$ cat src/rtl/irseg_pkg.sv
// irseg_pkg: shared types, widths and calibration table for the IR scan segmenter.
// No dependencies; used by every module in rtl/.
`default_nettype none

package irseg_pkg;

    localparam int RAW_W        = 12;
    localparam int ANGLE_W      = 8;
    localparam int DIST_W       = 6;
    localparam int TALLY_W      = 5;
    localparam int THR_W        = 6;
    localparam int CAL_POINTS   = 15;
    localparam int SEG_W        = 4;
    localparam int RISE_W       = 2;
    localparam int DEN_W        = 8;
    localparam int NUM_W        = RISE_W + DEN_W;
    localparam int DIV_STEPS    = NUM_W;
    localparam int DIV_CNT_W    = $clog2(DIV_STEPS);
    localparam int APB_DATA_W   = 32;
    localparam int APB_ADDR_W   = 3;

    localparam int DEF_MAX_OBJECTS = 16;
    localparam int DEF_MAX_ANGLE   = 180;

    localparam logic [THR_W-1:0]      THRESHOLD_RESET = THR_W'(50);
    localparam logic [APB_ADDR_W-1:0] ADDR_THRESHOLD  = APB_ADDR_W'(0);

    typedef struct packed {
        logic [RAW_W-1:0]   raw_ir;
        logic [ANGLE_W-1:0] angle;
        logic               first_of_sweep;
        logic               last_of_sweep;
    } t_in_item;

    typedef struct packed {
        logic [DIST_W-1:0]  distance_cm;
        logic               object_closed;
        logic [ANGLE_W-1:0] closed_start_angle;
        logic [ANGLE_W-1:0] closed_end_angle;
        logic [DIST_W-1:0]  closed_distance;
        logic [TALLY_W-1:0] objects_found;
        logic               sweep_done;
        logic               smallest_valid;
        logic [ANGLE_W-1:0] smallest_start;
        logic [ANGLE_W-1:0] smallest_end;
        logic [DIST_W-1:0]  smallest_distance;
    } t_out_item;

    // request into the segmentation unit
    typedef struct packed {
        logic               first;
        logic               last;
        logic [ANGLE_W-1:0] angle;
        logic [DIST_W-1:0]  dist_cm;
    } t_seg_req;

    typedef struct packed {
        logic               done;
        logic [NUM_W-1:0]   quot;
    } t_div_rsp;

    function automatic logic [RAW_W-1:0] cal_raw(input logic [SEG_W-1:0] idx);
        logic [RAW_W-1:0] v;
        case (idx)
            4'd0:    v = 12'd1499;
            4'd1:    v = 12'd1277;
            4'd2:    v = 12'd1147;
            4'd3:    v = 12'd1087;
            4'd4:    v = 12'd987;
            4'd5:    v = 12'd955;
            4'd6:    v = 12'd919;
            4'd7:    v = 12'd877;
            4'd8:    v = 12'd842;
            4'd9:    v = 12'd833;
            4'd10:   v = 12'd803;
            4'd11:   v = 12'd795;
            4'd12:   v = 12'd779;
            4'd13:   v = 12'd751;
            4'd14:   v = 12'd731;
            default: v = 12'd731;
        endcase
        return v;
    endfunction

    function automatic logic [DIST_W-1:0] cal_cm(input logic [SEG_W-1:0] idx);
        logic [DIST_W-1:0] v;
        case (idx)
            4'd0:    v = 6'd9;
            4'd1:    v = 6'd12;
            4'd2:    v = 6'd15;
            4'd3:    v = 6'd18;
            4'd4:    v = 6'd21;
            4'd5:    v = 6'd24;
            4'd6:    v = 6'd27;
            4'd7:    v = 6'd30;
            4'd8:    v = 6'd33;
            4'd9:    v = 6'd36;
            4'd10:   v = 6'd39;
            4'd11:   v = 6'd42;
            4'd12:   v = 6'd45;
            4'd13:   v = 6'd48;
            4'd14:   v = 6'd50;
            default: v = 6'd50;
        endcase
        return v;
    endfunction

endpackage

`default_nettype wire

$ cat src/rtl/ir_scan_object_segmenter_core.sv
// ir_scan_object_segmenter_core: top level, sequencer, calibration lookup, APB register.
// Depends on irseg_pkg, irseg_div, irseg_seg.
//
//  channel  | direction | handshake                   | payload
//  ---------+-----------+-----------------------------+---------------------------
//  in       | input     | i_in_valid / o_in_ready     | i_in_item  (t_in_item)
//  out      | output    | o_out_valid / i_out_ready   | o_out_item (t_out_item)
//  cfg      | input     | psel, penable, pwrite       | paddr, pwdata / prdata
//
// A request runs from acceptance to result through S_LOAD (segment lookup, divider
// start), S_DIV (DIV_STEPS (10) quotient bits in the divider, then its done flag) and
// S_POST (update). The divider's one-bit-per-cycle loop sets the pace; o_in_ready is
// high only when idle, so a new request is taken only after the last leaves S_POST.
// The result sits in an output register, so a new request is taken while it waits;
// a stalled result holds the update cycle until it drains.
// Synchronous active-low reset; threshold resets to 50 cm, sweep state to zero.
`default_nettype none

module ir_scan_object_segmenter_core #(
    parameter int MAX_OBJECTS = irseg_pkg::DEF_MAX_OBJECTS,
    parameter int MAX_ANGLE   = irseg_pkg::DEF_MAX_ANGLE
) (
    input  wire logic                             i_clk,
    input  wire logic                             i_rst_n,
    input  wire logic                             i_in_valid,
    output logic                                  o_in_ready,
    input  wire irseg_pkg::t_in_item              i_in_item,
    output logic                                  o_out_valid,
    input  wire logic                             i_out_ready,
    output irseg_pkg::t_out_item                  o_out_item,
    input  wire logic                             psel,
    input  wire logic                             penable,
    input  wire logic                             pwrite,
    input  wire logic [irseg_pkg::APB_ADDR_W-1:0] paddr,
    input  wire logic [irseg_pkg::APB_DATA_W-1:0] pwdata,
    output logic [irseg_pkg::APB_DATA_W-1:0]      prdata,
    output logic                                  pready
);

    localparam logic [irseg_pkg::ANGLE_W-1:0] ANGLE_MAX = irseg_pkg::ANGLE_W'(MAX_ANGLE);
    localparam logic [irseg_pkg::SEG_W-1:0]   SEG_LAST  =
        irseg_pkg::SEG_W'(irseg_pkg::CAL_POINTS - 1);

    typedef enum logic [3:0] {
        S_IDLE = 4'b0001,
        S_LOAD = 4'b0010,
        S_DIV  = 4'b0100,
        S_POST = 4'b1000
    } t_state;

    t_state                          r_state, n_state;
    irseg_pkg::t_in_item             r_item;
    logic [irseg_pkg::DIST_W-1:0]    r_base;
    logic [irseg_pkg::THR_W-1:0]     r_threshold;
    logic                            r_out_valid;
    irseg_pkg::t_out_item            r_out_item;

    logic                            in_acc, out_free, upd, div_start;
    irseg_pkg::t_in_item             in_sat;
    logic                            clamp_near, clamp_far;
    logic [irseg_pkg::SEG_W-1:0]     seg, seg_next;
    logic [irseg_pkg::DIST_W-1:0]    rise_full, base;
    logic [irseg_pkg::RISE_W-1:0]    rise;
    logic [irseg_pkg::DEN_W-1:0]     diff, span;
    logic [irseg_pkg::NUM_W-1:0]     num;
    logic [irseg_pkg::DEN_W-1:0]     den;
    irseg_pkg::t_div_rsp             div_rsp;
    irseg_pkg::t_seg_req             seg_req;
    irseg_pkg::t_out_item            seg_res;

    assign in_acc     = i_in_valid && o_in_ready;
    assign o_in_ready = (r_state == S_IDLE);
    assign out_free   = !r_out_valid || i_out_ready;
    assign upd        = (r_state == S_POST) && out_free;
    assign div_start  = (r_state == S_LOAD);

    // angle saturates before capture
    always_comb begin
        in_sat = i_in_item;
        if (i_in_item.angle > ANGLE_MAX) begin
            in_sat.angle = ANGLE_MAX;
        end
    end

    // segment lookup: last table point the sample is still at or below
    always_comb begin
        seg = '0;
        for (int k = 0; k < irseg_pkg::CAL_POINTS - 1; k++) begin
            if (r_item.raw_ir <= irseg_pkg::cal_raw(irseg_pkg::SEG_W'(k))) begin
                seg = irseg_pkg::SEG_W'(k);
            end
        end
        seg_next   = irseg_pkg::SEG_W'(seg + 1'b1);
        clamp_near = r_item.raw_ir >= irseg_pkg::cal_raw('0);
        clamp_far  = r_item.raw_ir <= irseg_pkg::cal_raw(SEG_LAST);
        rise_full  = irseg_pkg::DIST_W'(irseg_pkg::cal_cm(seg_next) - irseg_pkg::cal_cm(seg));
        rise       = rise_full[irseg_pkg::RISE_W-1:0];
        diff       = irseg_pkg::DEN_W'(irseg_pkg::cal_raw(seg) - r_item.raw_ir);
        span       = irseg_pkg::DEN_W'(irseg_pkg::cal_raw(seg) - irseg_pkg::cal_raw(seg_next));
        if (clamp_near) begin
            num  = '0;
            den  = irseg_pkg::DEN_W'(1);
            base = irseg_pkg::cal_cm('0);
        end else if (clamp_far) begin
            num  = '0;
            den  = irseg_pkg::DEN_W'(1);
            base = irseg_pkg::cal_cm(SEG_LAST);
        end else begin
            num  = irseg_pkg::NUM_W'(rise * diff);
            den  = span;
            base = irseg_pkg::cal_cm(seg);
        end
    end

    irseg_div u_div (
        .i_clk   (i_clk),
        .i_rst_n (i_rst_n),
        .i_start (div_start),
        .i_num   (num),
        .i_den   (den),
        .o_rsp   (div_rsp)
    );

    assign seg_req.first   = r_item.first_of_sweep;
    assign seg_req.last    = r_item.last_of_sweep;
    assign seg_req.angle   = r_item.angle;
    assign seg_req.dist_cm = irseg_pkg::DIST_W'(r_base + div_rsp.quot[irseg_pkg::DIST_W-1:0]);

    irseg_seg #(
        .MAX_OBJECTS (MAX_OBJECTS)
    ) u_seg (
        .i_clk       (i_clk),
        .i_rst_n     (i_rst_n),
        .i_upd       (upd),
        .i_req       (seg_req),
        .i_threshold (r_threshold),
        .o_res       (seg_res)
    );

    always_comb begin
        n_state = r_state;
        case (r_state)
            S_IDLE:  if (in_acc) n_state = S_LOAD;
            S_LOAD:  n_state = S_DIV;
            S_DIV:   if (div_rsp.done) n_state = S_POST;
            S_POST:  if (out_free) n_state = S_IDLE;
            default: n_state = S_IDLE;
        endcase
    end

    always_ff @(posedge i_clk) begin
        if (!i_rst_n) begin
            r_state     <= S_IDLE;
            r_out_valid <= 1'b0;
            r_threshold <= irseg_pkg::THRESHOLD_RESET;
        end else begin
            r_state <= n_state;
            if (upd) begin
                r_out_valid <= 1'b1;
            end else if (i_out_ready) begin
                r_out_valid <= 1'b0;
            end
            if (psel && penable && pwrite && paddr == irseg_pkg::ADDR_THRESHOLD) begin
                r_threshold <= pwdata[irseg_pkg::THR_W-1:0];
            end
        end
        if (in_acc) begin
            r_item <= in_sat;
        end
        if (div_start) begin
            r_base <= base;
        end
        if (upd) begin
            r_out_item <= seg_res;
        end
    end

    assign o_out_valid = r_out_valid;
    assign o_out_item  = r_out_item;
    assign pready      = 1'b1;
    assign prdata      = (paddr == irseg_pkg::ADDR_THRESHOLD) ?
                         irseg_pkg::APB_DATA_W'(r_threshold) : '0;

endmodule

`default_nettype wire

$ cat src/rtl/irseg_div.sv
// irseg_div: restoring shift-subtract divider, one quotient bit per cycle.
// Depends on irseg_pkg.
`default_nettype none

module irseg_div (
    input  wire logic                       i_clk,
    input  wire logic                       i_rst_n,
    input  wire logic                       i_start,
    input  wire logic [irseg_pkg::NUM_W-1:0] i_num,
    input  wire logic [irseg_pkg::DEN_W-1:0] i_den,
    output irseg_pkg::t_div_rsp             o_rsp
);

    logic                              r_busy, n_busy;
    logic                              r_done, n_done;
    logic [irseg_pkg::DIV_CNT_W-1:0]   r_cnt, n_cnt;
    logic [irseg_pkg::NUM_W-1:0]       r_quo, n_quo;
    logic [irseg_pkg::DEN_W-1:0]       r_rem, n_rem;
    logic [irseg_pkg::DEN_W-1:0]       r_den, n_den;
    logic [irseg_pkg::DEN_W:0]         trial;

    always_comb begin
        n_busy = r_busy;
        n_done = 1'b0;
        n_cnt  = r_cnt;
        n_quo  = r_quo;
        n_rem  = r_rem;
        n_den  = r_den;
        trial  = {r_rem, r_quo[irseg_pkg::NUM_W-1]};
        if (i_start) begin
            n_busy = 1'b1;
            n_cnt  = '0;
            n_quo  = i_num;
            n_rem  = '0;
            n_den  = i_den;
        end else if (r_busy) begin
            if (trial >= {1'b0, r_den}) begin
                n_rem = irseg_pkg::DEN_W'(trial - {1'b0, r_den});
                n_quo = {r_quo[irseg_pkg::NUM_W-2:0], 1'b1};
            end else begin
                n_rem = trial[irseg_pkg::DEN_W-1:0];
                n_quo = {r_quo[irseg_pkg::NUM_W-2:0], 1'b0};
            end
            n_cnt = irseg_pkg::DIV_CNT_W'(r_cnt + 1'b1);
            if (r_cnt == irseg_pkg::DIV_CNT_W'(irseg_pkg::DIV_STEPS - 1)) begin
                n_busy = 1'b0;
                n_done = 1'b1;
            end
        end
    end

    always_ff @(posedge i_clk) begin
        if (!i_rst_n) begin
            r_busy <= 1'b0;
            r_done <= 1'b0;
            r_cnt  <= '0;
        end else begin
            r_busy <= n_busy;
            r_done <= n_done;
            r_cnt  <= n_cnt;
        end
        r_quo <= n_quo;
        r_rem <= n_rem;
        r_den <= n_den;
    end

    assign o_rsp.done = r_done;
    assign o_rsp.quot = r_quo;

endmodule

`default_nettype wire

$ cat src/rtl/irseg_seg.sv
// irseg_seg: object segmentation and narrowest-object tracking for one sweep.
// Depends on irseg_pkg; result fields are formed here, state moves on i_upd.
`default_nettype none

module irseg_seg #(
    parameter int MAX_OBJECTS = irseg_pkg::DEF_MAX_OBJECTS
) (
    input  wire logic                        i_clk,
    input  wire logic                        i_rst_n,
    input  wire logic                        i_upd,
    input  wire irseg_pkg::t_seg_req         i_req,
    input  wire logic [irseg_pkg::THR_W-1:0] i_threshold,
    output irseg_pkg::t_out_item             o_res
);

    localparam logic [irseg_pkg::TALLY_W-1:0] TALLY_MAX = irseg_pkg::TALLY_W'(MAX_OBJECTS);

    logic                              r_inside, n_inside;
    logic [irseg_pkg::ANGLE_W-1:0]     r_open_start, n_open_start;
    logic [irseg_pkg::TALLY_W-1:0]     r_tally, n_tally;
    logic                              r_best_valid, n_best_valid;
    logic [irseg_pkg::ANGLE_W-1:0]     r_best_width, n_best_width;
    logic [irseg_pkg::ANGLE_W-1:0]     r_best_start, n_best_start;
    logic [irseg_pkg::ANGLE_W-1:0]     r_best_end, n_best_end;
    logic [irseg_pkg::DIST_W-1:0]      r_best_dist, n_best_dist;

    logic                              below, open_obj, close_obj, take;
    logic [irseg_pkg::ANGLE_W-1:0]     width;

    always_comb begin
        // start-of-sweep clears everything before the sample is applied
        if (i_req.first) begin
            n_inside     = 1'b0;
            n_open_start = '0;
            n_tally      = '0;
            n_best_valid = 1'b0;
            n_best_width = '0;
            n_best_start = '0;
            n_best_end   = '0;
            n_best_dist  = '0;
        end else begin
            n_inside     = r_inside;
            n_open_start = r_open_start;
            n_tally      = r_tally;
            n_best_valid = r_best_valid;
            n_best_width = r_best_width;
            n_best_start = r_best_start;
            n_best_end   = r_best_end;
            n_best_dist  = r_best_dist;
        end

        below     = i_req.dist_cm < i_threshold;
        open_obj  = below && !n_inside;
        close_obj = !below && n_inside;
        width     = (i_req.angle >= n_open_start) ?
                    irseg_pkg::ANGLE_W'(i_req.angle - n_open_start) : '0;
        take      = close_obj && (n_tally < TALLY_MAX) &&
                    (!n_best_valid || width < n_best_width);

        o_res = '0;
        o_res.distance_cm = i_req.dist_cm;
        if (close_obj) begin
            o_res.object_closed      = 1'b1;
            o_res.closed_start_angle = n_open_start;
            o_res.closed_end_angle   = i_req.angle;
            o_res.closed_distance    = i_req.dist_cm;
        end

        if (open_obj) begin
            n_inside     = 1'b1;
            n_open_start = i_req.angle;
        end else if (close_obj) begin
            n_inside = 1'b0;
            if (n_tally < TALLY_MAX) begin
                n_tally = irseg_pkg::TALLY_W'(n_tally + 1'b1);
            end
            if (take) begin
                n_best_valid = 1'b1;
                n_best_width = width;
                n_best_start = o_res.closed_start_angle;
                n_best_end   = i_req.angle;
                n_best_dist  = i_req.dist_cm;
            end
        end

        o_res.objects_found = n_tally;
        o_res.sweep_done    = i_req.last;
        if (i_req.last && n_best_valid) begin
            o_res.smallest_valid    = 1'b1;
            o_res.smallest_start    = n_best_start;
            o_res.smallest_end      = n_best_end;
            o_res.smallest_distance = n_best_dist;
        end
    end

    always_ff @(posedge i_clk) begin
        if (!i_rst_n) begin
            r_inside     <= 1'b0;
            r_open_start <= '0;
            r_tally      <= '0;
            r_best_valid <= 1'b0;
            r_best_width <= '0;
            r_best_start <= '0;
            r_best_end   <= '0;
            r_best_dist  <= '0;
        end else if (i_upd) begin
            r_inside     <= n_inside;
            r_open_start <= n_open_start;
            r_tally      <= n_tally;
            r_best_valid <= n_best_valid;
            r_best_width <= n_best_width;
            r_best_start <= n_best_start;
            r_best_end   <= n_best_end;
            r_best_dist  <= n_best_dist;
        end
    end

endmodule

`default_nettype wire
$ cat config.mk
export PLATFORM = sky130hd
export DESIGN_NAME = ir_scan_object_segmenter_core
export DESIGN_NICKNAME = d
export VERILOG_FILES = /design/src/rtl/irseg_pkg.sv /design/src/rtl/ir_scan_object_segmenter_core.sv /design/src/rtl/irseg_div.sv /design/src/rtl/irseg_seg.sv
export SDC_FILE = /design/constraint.sdc
export NUM_CORES = 1
export LEC_CHECK = 0
export BUFFER_PORTS_ARGS = -buffer_cell sky130_fd_sc_hd__buf_4
export CORE_AREA = 5 5 214 216
export CTS_BUF_LIST = sky130_fd_sc_hd__clkbuf_8
export DETAILED_ROUTE_END_ITERATION = 16
export DIE_AREA = 0 0 219 221
export GPL_TIMING_DRIVEN = 0
export PLACE_DENSITY = 0.39
export REMOVE_ABC_BUFFERS = 1
export SYNTH_ARGS = -nofsm -noshare
export SYNTH_HDL_FRONTEND = slang
export SYNTH_HIERARCHICAL = 1
export SYNTH_SLANG_ARGS = --single-unit
$ cat constraint.sdc
create_clock -name i_clk -period 17.1 [get_ports i_clk]
set_input_delay 5.13 -clock i_clk [delete_from_list [all_inputs] [get_ports i_clk]]
set_output_delay 5.13 -clock i_clk [all_outputs]
set_load 0.02 [all_outputs]
==> impl_metrics.tcl <==
set metrics [dict create \
    outcome "completed" \
    ys_types 90 \
    critPathTopFamily "simple AND/OR/NAND/NOR gates" \
    drive_gt1_share_pct 17.26 \
    pwr-share-comb_pct 31.8 \
    num_vias 7462 \
    power_density_nw_per_um2 91.97 \
    required_ns 11.97 \
    postCtsResizedCells 0 \
    setup_ws_ns 5.683 \
    ys_seq_area_share_pct 43.61 \
    crit_buf_inv 2 \
    end_kind "output pin" \
    gr-total-overflow 0 \
    grt_usage_pct 10.88 \
    die_w_um 219 \
    worst-path-max-fanout 7 \
    slew_violations 0 \
    switchingPower_uw 386.6 \
    hold_class "reg2reg" \
    utilization_pct 27.38 \
    multi_input_area_um2 5219 \
    rsz0062_at_grt "false" \
    yosys-top-cells-count "edfxtp_1 (104), nor2_1 (88), dfxtp_1 (70), ha_1 (67)" \
    port_buffers 103 \
    clock-sinks 174 \
    cts_tree "done" \
    crit_path_start_kind "input pin" \
    async_flop_share_pct 0 \
    cap_viol_max_count 0 \
    total_power_uw 1101 \
    antenna_found_initial 0 \
    tightest_slew_ns 1.336 \
    setup_viol 0 \
    grt_start_max_net_pins 30 \
    crit_top_cell "buf_4" \
    fill_cells 4694 \
    gp_congestion 0.8118 \
    period_minus_slack_ns 11.42 \
    dp_hpwl_um 19940 \
    cp.depth 4 \
    die_area_um2 48400 \
    htree_levels 4 \
    max-clock-path-buffers 2 \
    critPathArrivalTime_ns 6.29 \
    clk_pin_slew_ns 0.09 \
    ys_warn_count 6 \
    criticalPathCategory "in2out" \
    power_leakage_uw 0.004544 \
    final_cells 1693 \
    ctsHoldBuffers 0 \
    numCtsBuffers 17 \
    yosysTopAreaCellShare_pct 30.10 \
    clkPwrFrac_pct 24.5 \
    wl_per_cell_um 15.70 \
    hold_violations 0 \
    drc 0 \
    ys_seq_elements 174 \
    placedCellCount 1660 \
    postRouteAntennaNets 0 \
    synth_cells 1004 \
    chipHeight_um 221 \
    io_pins 157 \
    finalCritPeriodShare_pct 66.77 \
    diodes 0 \
    ys_top_cells_by_area "edfxtp_1 (30%), dfxtp_1 (14%), ha_1 (8.1%)" \
    crit_path_cell_trace "buf_4 -> nor3_1 -> and2_1 -> buf_4" \
    grt_pass1_wl_um 42040 \
    sw_frac_of_total_pct 35.10 \
    grt_pass1_vias 7301 \
    vdd_drop_max_mv 0.04720 \
    post-cts-setup-buffers 0 \
    regArea_um2 4524 \
    cp_slowest_cell "nor3_1" \
    start_util_pct 23.72 \
    finalNetCount 1225 \
    synth_ff_type "edfxtp_1" \
    drt_first_pass_iters 5 \
    netlist_area_um2 10370 \
    yosys.area.top_type "edfxtp_1" \
    max_freq_mhz 87.59 \
    synthToLayoutAreaGrowth_pct 15.45 \
    drt_iter0_markers 397 \
    synth.avg_cell_area_um2 10.33 \
    clock-skew-final_ns 0.01869 \
    worst_slew_margin_rel_pct 10.92 \
    clock_latency_ns 0.49 \
    routed_wl_um 26580 \
    synth_edf_count 104 \
    pwr-share-seq_pct 43.6 \
    yosysMostFrequentCell "edfxtp_1" \
    intPower_uw 714.9 \
    core_area_um2 43740 \
    row_count 77 \
    worst-r2r-cell-count 22 \
    cts-root-buf "clkbuf_8" \
    via_per_inst 4.408 \
    critPathMaxStageDelay_ns 0.63 \
    hold_depth 1 \
    dp_slack_ns 5.575 \
]
[metrics by stage]
stage	setup TNS, ns	hold WS [ns]	instance area, um^2
floorplan	0	0.4334	9941
global placement	-60.59	0.4508	11450
detailed placement	0	0.4586	11620
CTS	0	0.4820	11970
global route	0	0.4939	11980
finish	0	0.4806	11980
[worst paths after layout]
check / from / slack, ns / end
min reg2reg: u_seg/r_best_width[3]$_SDFFE_PN0P_ / 0.48 / u_seg/r_best_width[3]$_SDFFE_PN0P_
max: paddr[1] / 5.68 / prdata[0]
max reg2reg: r_item[21]$_DFFE_PP_ / 10.23 / u_div/r_quo[8]$_DFFE_PP_
min: u_seg/r_best_width[3]$_SDFFE_PN0P_ / 0.48 / u_seg/r_best_width[3]$_SDFFE_PN0P_
[state kept, by name (all words and copies together), names as in the netlist]
signal              cells
r_item                 22
u_div/r_rem             8
u_div/r_cnt             4
u_div/r_den             8
r_state                 4
u_seg/r_best_valid      1
u_seg/r_open_start      8
u_seg/r_best_width      8
u_seg/r_best_start      8
r_base                  6
o_out_item             58
u_div/r_busy            1
u_div/r_done            1
o_out_valid             1
u_seg/r_best_end        8
r_threshold             6
u_seg/r_inside          1
u_seg/r_best_dist       6
u_seg/r_tally           5
u_div/r_quo            10
[power by group through the flow]
stage | Combinational [uW] | Clock [uW] | Sequential (uW)
2_1_floorplan | 271 | 0 | 483
6_report | 350 | 270 | 481
3_5_place_dp | 352 | 0 | 491
3_3_place_gp | 353 | 0 | 491
4_1_cts | 354 | 287 | 481
5_1_grt | 399 | 301 | 484
[routing by layer]
metal  up-vias  GRT usage [%]  routed length [um]
met5         -              0                   0
met4         0          3.262                 501
met3        27          2.488                1151
met2       148          17.20               12130
met1      3528          14.86               12800
li1       3759              -                   -
[cell families (layout without fill, tap and decap cells)]
| group | after synthesis | count (layout) | share of synthesized area (%) |
|---|---|---|---|
| and+or+nand+nor | 308 | 308 | 15.66 |
| adders and majority gates | 73 | 73 | 9.239 |
| other | 2 | 27 | 0.07239 |
| buffers and inverters | 139 | 211 | 7.249 |
| DFF | 174 | 174 | 43.61 |
| muxes | 22 | 22 | 2.376 |
| xor gates and xnor gates | 34 | 34 | 3.196 |
| AOI/OAI and AO/OA | 252 | 252 | 18.60 |
[area by class of cell]
class / count / area share, %
Multi-Input combinational cell: 716 / 43.58
Sequential cell: 174 / 37.78
Timing Repair Buffer: 119 / 7.637
Tap cell: 592 / 6.185
Clock buffer: 18 / 2.069
Inverter: 60 / 1.880
Clock inverter: 14 / 0.8776
[layout by cell type (no fill, tap or decap), drive strengths merged, types with 11 or more instances in the layout]
master    n
a21o     14
a21oi    57
a22o     59
and2     33
buf     118
clkbuf   19
conb     27
dfxtp    70
edfxtp  104
ha       67
inv      66
mux2     11
nand2    48
nand2b   33
nand3    15
nor2     90
nor2b    16
nor3     23
o21ai    38
xnor2    17
xor2     16
[worst reg2reg max path: stages (launching register included)]
cell and delay, ns:
edfxtp_1 0.49, nor2_1 0.47, o211ai_1 0.20, o21ai_1 0.95, o22a_1 0.26, o311a_4 0.22
o21ai_4 0.12, ha_1 0.34, ha_1 0.22, o21ai_0 0.49, ha_1 0.40, and3_1 0.17
a211o_1 0.31, a21o_1 0.19, a21oi_1 0.20, xor3_1 0.43, nor2_1 0.12, ha_1 0.28
a21oi_1 0.16, o21ai_0 0.11, or4_1 0.40, nand2_1 0.09, mux2_2 0.14
No activity file was read; power rests on OpenSTA's default activity.
